--- src/sv/rpd_pkg.sv ---
package rpd_pkg;

   localparam int unsigned LEN_W = 12;
   localparam int unsigned SUM_W = 8;
   localparam int unsigned BYTE_W = 8;

   localparam logic [BYTE_W-1:0] CH_INTR = 8'h03;
   localparam logic [BYTE_W-1:0] CH_START = 8'h24;
   localparam logic [BYTE_W-1:0] CH_END = 8'h23;

   localparam logic [LEN_W-1:0] MAX_PAYLOAD_RESET = 12'd4095;

   typedef enum logic [1:0] {
      PH_HUNT = 2'd0,
      PH_BODY = 2'd1,
      PH_SUM_HI = 2'd2,
      PH_SUM_LO = 2'd3
   } phase_type;

   typedef enum logic [2:0] {
      EV_PAYLOAD = 3'd0,
      EV_ACK = 3'd1,
      EV_NACK = 3'd2,
      EV_INTR = 3'd3,
      EV_OVERFLOW = 3'd4
   } event_kind_type;

   // bit 4 marks a hex character, bits 3..0 hold its value
   function automatic logic [4:0] hex_digit(input logic [BYTE_W-1:0] c);
      logic [4:0] d;
      d = 5'd0;
      if (c >= 8'h30 && c <= 8'h39) begin
         d = {1'b1, 4'(c - 8'h30)};
      end else if (c >= 8'h41 && c <= 8'h46) begin
         d = {1'b1, 4'(c - 8'h37)};
      end else if (c >= 8'h61 && c <= 8'h66) begin
         d = {1'b1, 4'(c - 8'h57)};
      end
      return d;
   endfunction

endpackage

--- src/sv/rsp_packet_deframer_top.sv ---
// channel  dir  ports                  contents
// req      in   req_tvalid/tready      tdata[7:0] rx_byte
// rsp      out  rsp_tvalid/tready      tuser[2:0] event_kind; tdata payload/length/sums
// csr      in   csr_we, csr_wdata      max_payload, 12 bits
//
// one byte a cycle: each byte goes through the phase logic in the cycle it is taken
// and its event (if any) lands in the output register on that edge
// req_tready is low only while an event is held in the output register and rsp_tready is low
// synchronous active-high reset: hunting, sums and counts cleared, max_payload 4095
module rsp_packet_deframer_top (
   input  logic        clock,
   input  logic        reset,
   input  logic        req_tvalid,
   output logic        req_tready,
   input  logic [7:0]  req_tdata,   // [7:0] rx_byte
   output logic        rsp_tvalid,
   input  logic        rsp_tready,
   output logic [39:0] rsp_tdata,   // [7:0] payload_byte, [19:8] packet_length,
                                    // [27:20] computed_sum, [35:28] received_sum, zero pad
   output logic [2:0]  rsp_tuser,   // [2:0] event_kind
   input  logic        csr_we,
   input  logic [11:0] csr_wdata
);

   rpd_pkg::phase_type phase_ff, phase_in;
   logic [rpd_pkg::SUM_W-1:0] run_sum_ff, run_sum_in;
   logic [rpd_pkg::LEN_W-1:0] byte_count_ff, byte_count_in;
   logic [4:0] first_digit_ff, first_digit_in;
   logic [rpd_pkg::LEN_W-1:0] max_payload_ff;

   logic rsp_valid_ff, rsp_valid_in;
   rpd_pkg::event_kind_type rsp_kind_ff, rsp_kind_in;
   logic [rpd_pkg::BYTE_W-1:0] rsp_byte_ff, rsp_byte_in;
   logic [rpd_pkg::LEN_W-1:0] rsp_len_ff, rsp_len_in;
   logic [rpd_pkg::SUM_W-1:0] rsp_csum_ff, rsp_csum_in;
   logic [rpd_pkg::SUM_W-1:0] rsp_rsum_ff, rsp_rsum_in;

   logic accept;
   logic emit;
   logic overflow;
   logic [4:0] digit;
   logic [rpd_pkg::SUM_W-1:0] rsum;

   assign req_tready = !rsp_valid_ff || rsp_tready;
   assign accept = req_tvalid && req_tready;

   assign digit = rpd_pkg::hex_digit(req_tdata);
   // one more byte would reach the limit
   assign overflow = ({1'b0, byte_count_ff} + 13'd1) >= {1'b0, max_payload_ff};

   always_comb begin
      if (!first_digit_ff[4]) begin
         rsum = '0;
      end else if (digit[4]) begin
         rsum = {first_digit_ff[3:0], digit[3:0]};
      end else begin
         rsum = {4'd0, first_digit_ff[3:0]};
      end
   end

   // next phase
   always_comb begin
      phase_in = phase_ff;
      if (accept) begin
         case (phase_ff)
            rpd_pkg::PH_HUNT: begin
               if (req_tdata == rpd_pkg::CH_START) phase_in = rpd_pkg::PH_BODY;
            end
            rpd_pkg::PH_BODY: begin
               if (req_tdata == rpd_pkg::CH_END) begin
                  phase_in = rpd_pkg::PH_SUM_HI;
               end else if (overflow) begin
                  phase_in = rpd_pkg::PH_HUNT;
               end
            end
            rpd_pkg::PH_SUM_HI: phase_in = rpd_pkg::PH_SUM_LO;
            rpd_pkg::PH_SUM_LO: phase_in = rpd_pkg::PH_HUNT;
            default: phase_in = rpd_pkg::PH_HUNT;
         endcase
      end
   end

   // datapath and event
   always_comb begin
      run_sum_in = run_sum_ff;
      byte_count_in = byte_count_ff;
      first_digit_in = first_digit_ff;
      emit = 1'b0;
      rsp_kind_in = rpd_pkg::EV_PAYLOAD;
      rsp_byte_in = '0;
      rsp_len_in = '0;
      rsp_csum_in = '0;
      rsp_rsum_in = '0;
      case (phase_ff)
         rpd_pkg::PH_HUNT: begin
            if (req_tdata == rpd_pkg::CH_INTR) begin
               emit = 1'b1;
               rsp_kind_in = rpd_pkg::EV_INTR;
            end else if (req_tdata == rpd_pkg::CH_START) begin
               run_sum_in = '0;
               byte_count_in = '0;
            end
         end
         rpd_pkg::PH_BODY: begin
            if (req_tdata == rpd_pkg::CH_END) begin
               emit = 1'b0;
            end else if (overflow) begin
               emit = 1'b1;
               rsp_kind_in = rpd_pkg::EV_OVERFLOW;
               rsp_len_in = byte_count_ff;
            end else begin
               emit = 1'b1;
               byte_count_in = byte_count_ff + 12'd1;
               run_sum_in = run_sum_ff + req_tdata;
               rsp_byte_in = req_tdata;
            end
         end
         rpd_pkg::PH_SUM_HI: begin
            first_digit_in = digit;
         end
         rpd_pkg::PH_SUM_LO: begin
            emit = 1'b1;
            rsp_kind_in = (rsum == run_sum_ff) ? rpd_pkg::EV_ACK : rpd_pkg::EV_NACK;
            rsp_len_in = byte_count_ff;
            rsp_csum_in = run_sum_ff;
            rsp_rsum_in = rsum;
         end
         default: emit = 1'b0;
      endcase
      if (accept && emit) begin
         rsp_valid_in = 1'b1;
      end else if (rsp_tready) begin
         rsp_valid_in = 1'b0;
      end else begin
         rsp_valid_in = rsp_valid_ff;
      end
   end

   always_ff @(posedge clock) begin
      if (reset) begin
         phase_ff <= rpd_pkg::PH_HUNT;
         run_sum_ff <= '0;
         byte_count_ff <= '0;
         first_digit_ff <= '0;
         max_payload_ff <= rpd_pkg::MAX_PAYLOAD_RESET;
         rsp_valid_ff <= 1'b0;
      end else begin
         phase_ff <= phase_in;
         rsp_valid_ff <= rsp_valid_in;
         if (accept) begin
            run_sum_ff <= run_sum_in;
            byte_count_ff <= byte_count_in;
            first_digit_ff <= first_digit_in;
         end
         if (csr_we) max_payload_ff <= csr_wdata;
      end
   end

   always_ff @(posedge clock) begin
      if (accept && emit) begin
         rsp_kind_ff <= rsp_kind_in;
         rsp_byte_ff <= rsp_byte_in;
         rsp_len_ff <= rsp_len_in;
         rsp_csum_ff <= rsp_csum_in;
         rsp_rsum_ff <= rsp_rsum_in;
      end
   end

   assign rsp_tvalid = rsp_valid_ff;
   assign rsp_tuser = rsp_kind_ff;
   assign rsp_tdata = {4'd0, rsp_rsum_ff, rsp_csum_ff, rsp_len_ff, rsp_byte_ff};

`ifndef SYNTH
   // second checksum character always closes the packet with a verdict
   a_sum_lo_verdict: assert property (@(posedge clock) disable iff (reset)
      accept && phase_ff == rpd_pkg::PH_SUM_LO |=>
         rsp_tvalid && phase_ff == rpd_pkg::PH_HUNT &&
         (rsp_tuser == rpd_pkg::EV_ACK || rsp_tuser == rpd_pkg::EV_NACK))
      else $error("checksum phase did not end in ack or nack");

   // packet start clears the running state
   a_start_clears: assert property (@(posedge clock) disable iff (reset)
      accept && phase_ff == rpd_pkg::PH_HUNT && req_tdata == rpd_pkg::CH_START |=>
         phase_ff == rpd_pkg::PH_BODY && byte_count_ff == '0 && run_sum_ff == '0)
      else $error("packet start left stale sum or count");

   // payload words carry no length or sums
   a_payload_clean: assert property (@(posedge clock) disable iff (reset)
      rsp_tvalid && rsp_tuser == rpd_pkg::EV_PAYLOAD |-> rsp_tdata[39:8] == '0)
      else $error("payload word carries length or sum bits");

   // a payload word means the count moved by one
   a_payload_count: assert property (@(posedge clock) disable iff (reset)
      accept && emit && rsp_kind_in == rpd_pkg::EV_PAYLOAD |=>
         byte_count_ff == $past(byte_count_ff) + 12'd1)
      else $error("payload byte did not advance the count");
`endif

endmodule

--- config.mk ---
export PLATFORM = sky130hd
export DESIGN_NAME = rsp_packet_deframer_top
export DESIGN_NICKNAME = d
export VERILOG_FILES = /design/src/sv/rpd_pkg.sv /design/src/sv/rsp_packet_deframer_top.sv
export SDC_FILE = /design/constraint.sdc
export NUM_CORES = 1
export LEC_CHECK = 0
export BUFFER_PORTS_ARGS = -buffer_cell sky130_fd_sc_hd__buf_2
export CORE_ASPECT_RATIO = 0.8
export CORE_MARGIN = 3
export CORE_UTILIZATION = 45
export CTS_CLUSTER_SIZE = 8
export DETAILED_ROUTE_END_ITERATION = 6
export PLACE_DENSITY_LB_ADDON = 0.08
export SLEW_MARGIN = 20
export SYNTH_ARGS = -nofsm -noshare
export SYNTH_HDL_FRONTEND = slang
export SYNTH_SLANG_ARGS = --single-unit
--- constraint.sdc ---
create_clock -name clock -period 4.8 [get_ports clock]
set_input_delay 0.24 -clock clock [delete_from_list [all_inputs] [get_ports clock]]
set_output_delay 0.24 -clock clock [all_outputs]
set_load 0.005 [all_outputs]
==> results of run 1 <==
worst max-delay path by stage:
stage	slack, ps	cells past startpoint	start	end
6_report	1100	12	byte_count_ff[2]	run_sum_ff[7]
5_1_grt	780	13	byte_count_ff[2]	run_sum_ff[7]
4_1_cts	1160	12	byte_count_ff[2]	rsp_len_ff[9]
3_5_place_dp	1180	14	byte_count_ff[0]	rsp_len_ff[9]
3_3_place_gp	1210	12	byte_count_ff[2]	rsp_len_ff[10]
2_1_floorplan	430	5	req_tdata[3]	rsp_byte_ff[0]
placed cells by master (no fill, tap or decap), types with 3 or more instances in the layout:
cell       instances
nand2b_1           8
inv_1             21
nand3_1           10
buf_2             65
conb_1             4
xor2_1             6
o211ai_1          13
a21o_1            10
clkbuf_16          9
ha_1              24
a21oi_1           26
o21ai_0           20
o32ai_1            3
or4_1              3
a32o_1             3
dfxtp_1           40
a211oi_1           4
mux2i_1            5
and2_1            20
nand2_1           37
and3_1            16
a31oi_1            6
nand3b_1           3
nand4_1            9
xnor2_1           10
edfxtp_1          39
o21bai_1           3
a2bb2oi_1          3
nor3_1            11
inv_6              3
nor2_1            31
o21a_1             5
area by class of cell:
class / count / area [um2]
Clock inverter: 6 / 90.1
Sequential cell: 79 / 1970
Multi-Input combinational cell: 317 / 2100
Fill cell: 808 / 3840
Timing Repair Buffer: 67 / 340
Inverter: 21 / 78.8
Tap cell: 112 / 140
Clock buffer: 10 / 229
per-stage QoR:
step / cell area [um2] / std cells / utilization, % / setup slack, ps
after CTS: 4950 / 612 / 56.3 / 1160
after global routing: 4950 / 612 / 56.3 / 780
after detailed placement: 4630 / 596 / 52.7 / 1180
after global placement: 4630 / 596 / 52.7 / 1210
after floorplan: 4230 / 437 / - / 431
final: 4950 / 612 / 56.3 / 1100
routing by layer:
metal / share of wire, % / vias up / track usage (%)
met5: 0 / - / 0
met4: 1.5 / 0 / 6.13
met3: 9.4 / 14 / 4.96
met2: 39 / 149 / 25.6
met1: 50 / 1573 / 32.5
li1: - / 1704 / -
cell usage after synthesis (10+ instances only):
| cell type | instances |
|---|---|
| xnor2_1 | 10 |
| o21ai_0 | 20 |
| and2_1 | 20 |
| ha_1 | 24 |
| a21o_1 | 10 |
| edfxtp_1 | 39 |
| nor3_1 | 11 |
| nand2_1 | 37 |
| dfxtp_1 | 40 |
| nand3_1 | 10 |
| inv_1 | 21 |
| nor2_1 | 31 |
| clkbuf_1 | 16 |
| and3_1 | 16 |
| a21oi_1 | 26 |
| o211ai_1 | 13 |
worst max-delay path: stages (launching register included):
cell      delay, ps
dfxtp_1         450
nand3_1         240
or4_1           640
or2_2           320
nand2_1          80
ha_1            230
o21a_1          160
o21ai_0         190
nor2_1           90
a21oi_1         340
a31oi_1         380
a211oi_1        320
o32ai_1         120
state kept, by name, summed over array words and instances (netlist names), 5 cells and up, named ones only:
name            cells
rsp_len_ff         12
first_digit_ff      5
byte_count_ff      12
rsp_csum_ff         8
rsp_rsum_ff         8
run_sum_ff          8
max_payload_ff     12
rsp_byte_ff         8
power breakdown:
| group | switching (mW) | internal [mW] | total [mW] |
|---|---|---|---|
| logic | 0.0442 | 0.0254 | 0.0696 |
| clock network | 0.281 | 0.460 | 0.741 |
| registers | 0.00239 | 0.709 | 0.712 |
logic make-up after synthesis:
group / after synthesis / share of synthesized area, %
other: 1 / 0.0890
AND/OR/NAND/NOR: 159 / 19.8
multiplexers: 5 / 1.19
adder cells (fa/ha/maj): 25 / 7.60
AO/OA/AOI/OAI: 108 / 17.2
XOR/XNOR: 16 / 3.33
flip-flops: 79 / 46.8
buffers and inverters: 41 / 4.01
==> impl_metrics.toml, run 1 <==
[status]
outcome = "finished, final reports clean"

[global_routing]
grt_usage_pct = 20.1
antenna_found_initial = 0
grt_pass1_wl_um = 16400
grt_pass1_vias = 3042
grt_max_degree = 37
overflow = 0

[clock_network]
ctsHtreeMaxLevel = 3
cts_tree = "built"
cts_buffers = 9
ctsResizeCount = 0
clockBufferDepth = 2
cts.clk_slew.worst_paths_ps = 60
post_cts_buffers = 0
root_buffer = "clkbuf_16"
clock_sinks = 79
clkLatencyLatePin_ps = 330
cts_hold_buffers = 0

[sta]
worst_pin_slew_ps = 861
period_minus_slack_ps = 3700
fin_setup_tns_ps = 0
rsz0062_at_grt = "no"
finalSetupViolCount = 0
clock_skew_ps = 5.62
whs_ps = 116
max_slew_margin_pct = 42.3
fmax_mhz = 270
hold_viol_final = 0
fin_crit_sh_pct = 77.1
slew_violations = 0

[final_layout]
nets = 545
area_growth_pct = 17.4
n_antenna_cell = 0
final_layout_size_suffix_gt1_share_pct = 17.8

[hold_path]
worstHoldPathType = "primary input to flop"
holdCritStartpoint = "csr_wdata[11]"
min_to = "max_payload_ff[11]"
whs_path_depth = 3

[logic_synthesis]
ys_ff_latch = 79
avgSynthCellArea_um2 = 9.71
synth_top_area_cell = "edfxtp_1"
synth_top_flop_cell = "dfxtp_1"
synthDominantCellAreaShare_pct = 27.8
synthCells = 434
synthTopCellsByArea = "edfxtp_1 (28%), dfxtp_1 (19%), ha_1 (7.1%)"
ys_warn_count = 0
synth.distinct_cells = 50
synth_area_mm2 = 0.00421
synth.yosys.seq_area_share_pct = 46.8
synth_edf_count = 39
synth-async-reset-ratio_pct = 0

[setup_path]
crit_path_start_kind = "flop"
crit_fanout = 11
arrival_ps = 3900
ff2ff_setup_slack_ps = 1100
reg2regPathDepth = 12
end_kind = "flop"
r2r-start = "byte_count_ff[2]"
crit_type = "flop to flop"
critPathRequiredTime_ps = 5000
r2r_end = "run_sum_ff[7]"

[route]
drt_wl_total_um = 10400
drtIter0Drc = 342
drc = 0
viasPerCell = 5.62
dr.pass1.iters = 5
vias = 3440
wl_per_cell_um = 17.0
ant_nets = 0

[power]
p_leak_nw = 2.11
powerDensity_mw_per_mm2 = 308
irDropWorstVdd_mv = 0.208
power.total_mw = 1.52

[die]
die_area_mm2 = 0.0106
io_pins = 70
die_h_um = 92.6
die_x_um = 114
initial_core_util_pct = 48.0
num_rows = 30
placeableCoreArea_mm2 = 0.00878

[run]
drv_cap = 0

[place]
dp_hpwl_um = 7710
finalWeightedCongestion = 0.837
numPortBuffers = 65
Note: power is estimated with default switching activity, not from simulation.
==> inputs of run 2 (changes only) <==
- clock period: 4.8 -> 3.2 ns (I/O delays scaled with it)
==> run 2 against run 1 <==
  * Via count rose by 4.7%
  * Highest routed layer unchanged
  * Clock power rose by 32%
  * Largest cell class unchanged
  * Critical path depth rose by 1
  * Setup slack got worse by 980 ps
  * Clock skew is essentially flat
  * Count of clock-buffer cells in the layout fell by 1
  * Largest power group is now registers
==> impl_metrics.toml, run 2 (synthesis results as in run 1) <==
[setup_path]
crit_family = "simple AND/OR/NAND/NOR gates"
r2r-start = "byte_count_ff[7]"
cp_slowest_cell = "or4_4"
crit_top_cell = "nand2_1"
path_depth = 13
crit_fanout = 6
critPathBufInv = 1
arrival_ps = 3190
path_cells = "nand2_1 -> or4_4 -> or2_4 -> nand2_1 -> ha_2 -> o21a_1 -> o21ai_2 -> nor2_2 -> a21oi_2 -> buf_4 -> a21oi_4 -> o21a_2 -> and2_4"
crit_path_start_kind = "flop"
reg2regPathDepth = 13
crit_start = "byte_count_ff[7]"
critPathRequiredTime_ps = 3310
slowest_delay_ps = 540
crit_type = "flop to flop"
end_kind = "flop"

[global_routing]
grt_max_degree = 39
grt_pass1_vias = 3261
overflow = 0
grt_pass1_wl_um = 17100
grt_usage_pct = 21.1
antenna_found_initial = 0

[route]
dr.pass1.iters = 5
drt_wl_total_um = 10800
wl_met2_um = 4330
vias = 3603
ant_nets = 0
top_layer_used = "met4"
viasPerCell = 5.65
drc = 0
wl_per_cell_um = 16.9
drtIter0Drc = 236
met3WireLength_um = 991
wirelength_met1_um = 5340

[power]
powerDensity_mw_per_mm2 = 408
p_leak_nw = 2.24
irDropWorstVdd_mv = 0.317

[status]
outcome = "finished, final reports clean"

[sta]
slew_violations = 0
max_slew_margin_pct = 53.5
finalSetupViolCount = 0
clock_skew_ps = 6.04
fmax_mhz = 324
period_minus_slack_ps = 3080
hold_viol_final = 0
fin_crit_sh_pct = 96.4
worst_pin_slew_ps = 693
whs_ps = 24.1
fin_setup_tns_ps = 0

[place]
finalWeightedCongestion = 0.829
dp_hpwl_um = 7970
numPortBuffers = 65
placed_area_mm2 = 0.00481

[final_layout]
multi_input_area_mm2 = 0.00225
n_antenna_cell = 0
area_growth_pct = 25.4
fillers = 770
register_area_mm2 = 0.00199
final_cell_area_mm2 = 0.00528
final_layout_size_suffix_gt1_share_pct = 28.1
layout_commonest_cell = "buf_2"
reg.largest.list = "byte_count_ff x12, max_payload_ff x12, rsp_len_ff x12"
layout_common_cells = "buf_2 (65), edfxtp_1 (39), nand2_1 (35), dfxtp_1 (32), nor2_1 (30)"
nets = 571

[clock_network]
clockBufferDepth = 2
clock_sinks = 79
cts_hold_buffers = 0
cts_buffers = 9
cts_tree = "built"
root_buffer = "clkbuf_16"
ctsHtreeMaxLevel = 3
clkLatencyLatePin_ps = 350
cts.clk_slew.worst_paths_ps = 60

[die]
die_area_mm2 = 0.0106
io_pins = 70
die_x_um = 114
num_rows = 30
die_h_um = 92.6
initial_core_util_pct = 48.0
placeableCoreArea_mm2 = 0.00878

[hold_path]
whs_path_depth = 3
holdCritStartpoint = "csr_wdata[1]"
worstHoldPathType = "primary input to flop"

[run]
drv_cap = 0
run 2: area by class of cell:
class | count | share of cell area (%)
Clock buffer | 9 | 4.26
Clock inverter | 7 | 1.09
Inverter | 21 | 1.49
Multi-Input combinational cell | 318 | 42.6
Sequential cell | 79 | 37.6
Tap cell | 112 | 2.65
Timing Repair Buffer | 92 | 10.3
run 2: worst min-delay path, cell delays in order:
cell,delay [ps]
buf_2,70
nand2_1,40
o211ai_1,60
run 2: worst paths after layout:
path	slack, ps	end
max	120	rsp_len_ff[8]
min	20	max_payload_ff[1]
max reg2reg	120	rsp_len_ff[8]
min reg2reg	490	max_payload_ff[6]
run 2: power breakdown:
part | switching [mW] | internal [mW]
Combinational | 0.0694 | 0.0399
Clock | 0.444 | 0.534
Sequential | 0.00314 | 1.06
Total | 0.517 | 1.64
run 2: timing repair:
action,CTS,global route
setup buffers,0,3
gates cloned,1,0
pin swaps,5,10
resized for setup,11,28
setup endpoints to repair,22,37
run 2: per-stage QoR:
stage	power [mW]	setup WS [ps]	util (%)	std cells
2_1_floorplan	1.15	34.2	-	437
3_3_place_gp	1.19	-17.7	54.8	618
3_5_place_dp	1.19	-82.6	54.8	618
4_1_cts	2.17	1.35	58.5	635
5_1_grt	2.22	-31.5	60.2	638
6_report	2.15	116	60.2	638
run 2: per-layer routing:
| layer | vias up | track usage [%] |
|---|---|---|
| li1 | 1758 | - |
| met1 | 1690 | 32.1 |
| met2 | 141 | 28.3 |
| met3 | 14 | 6.40 |
| met4 | 0 | 6.13 |
| met5 | - | 0 |
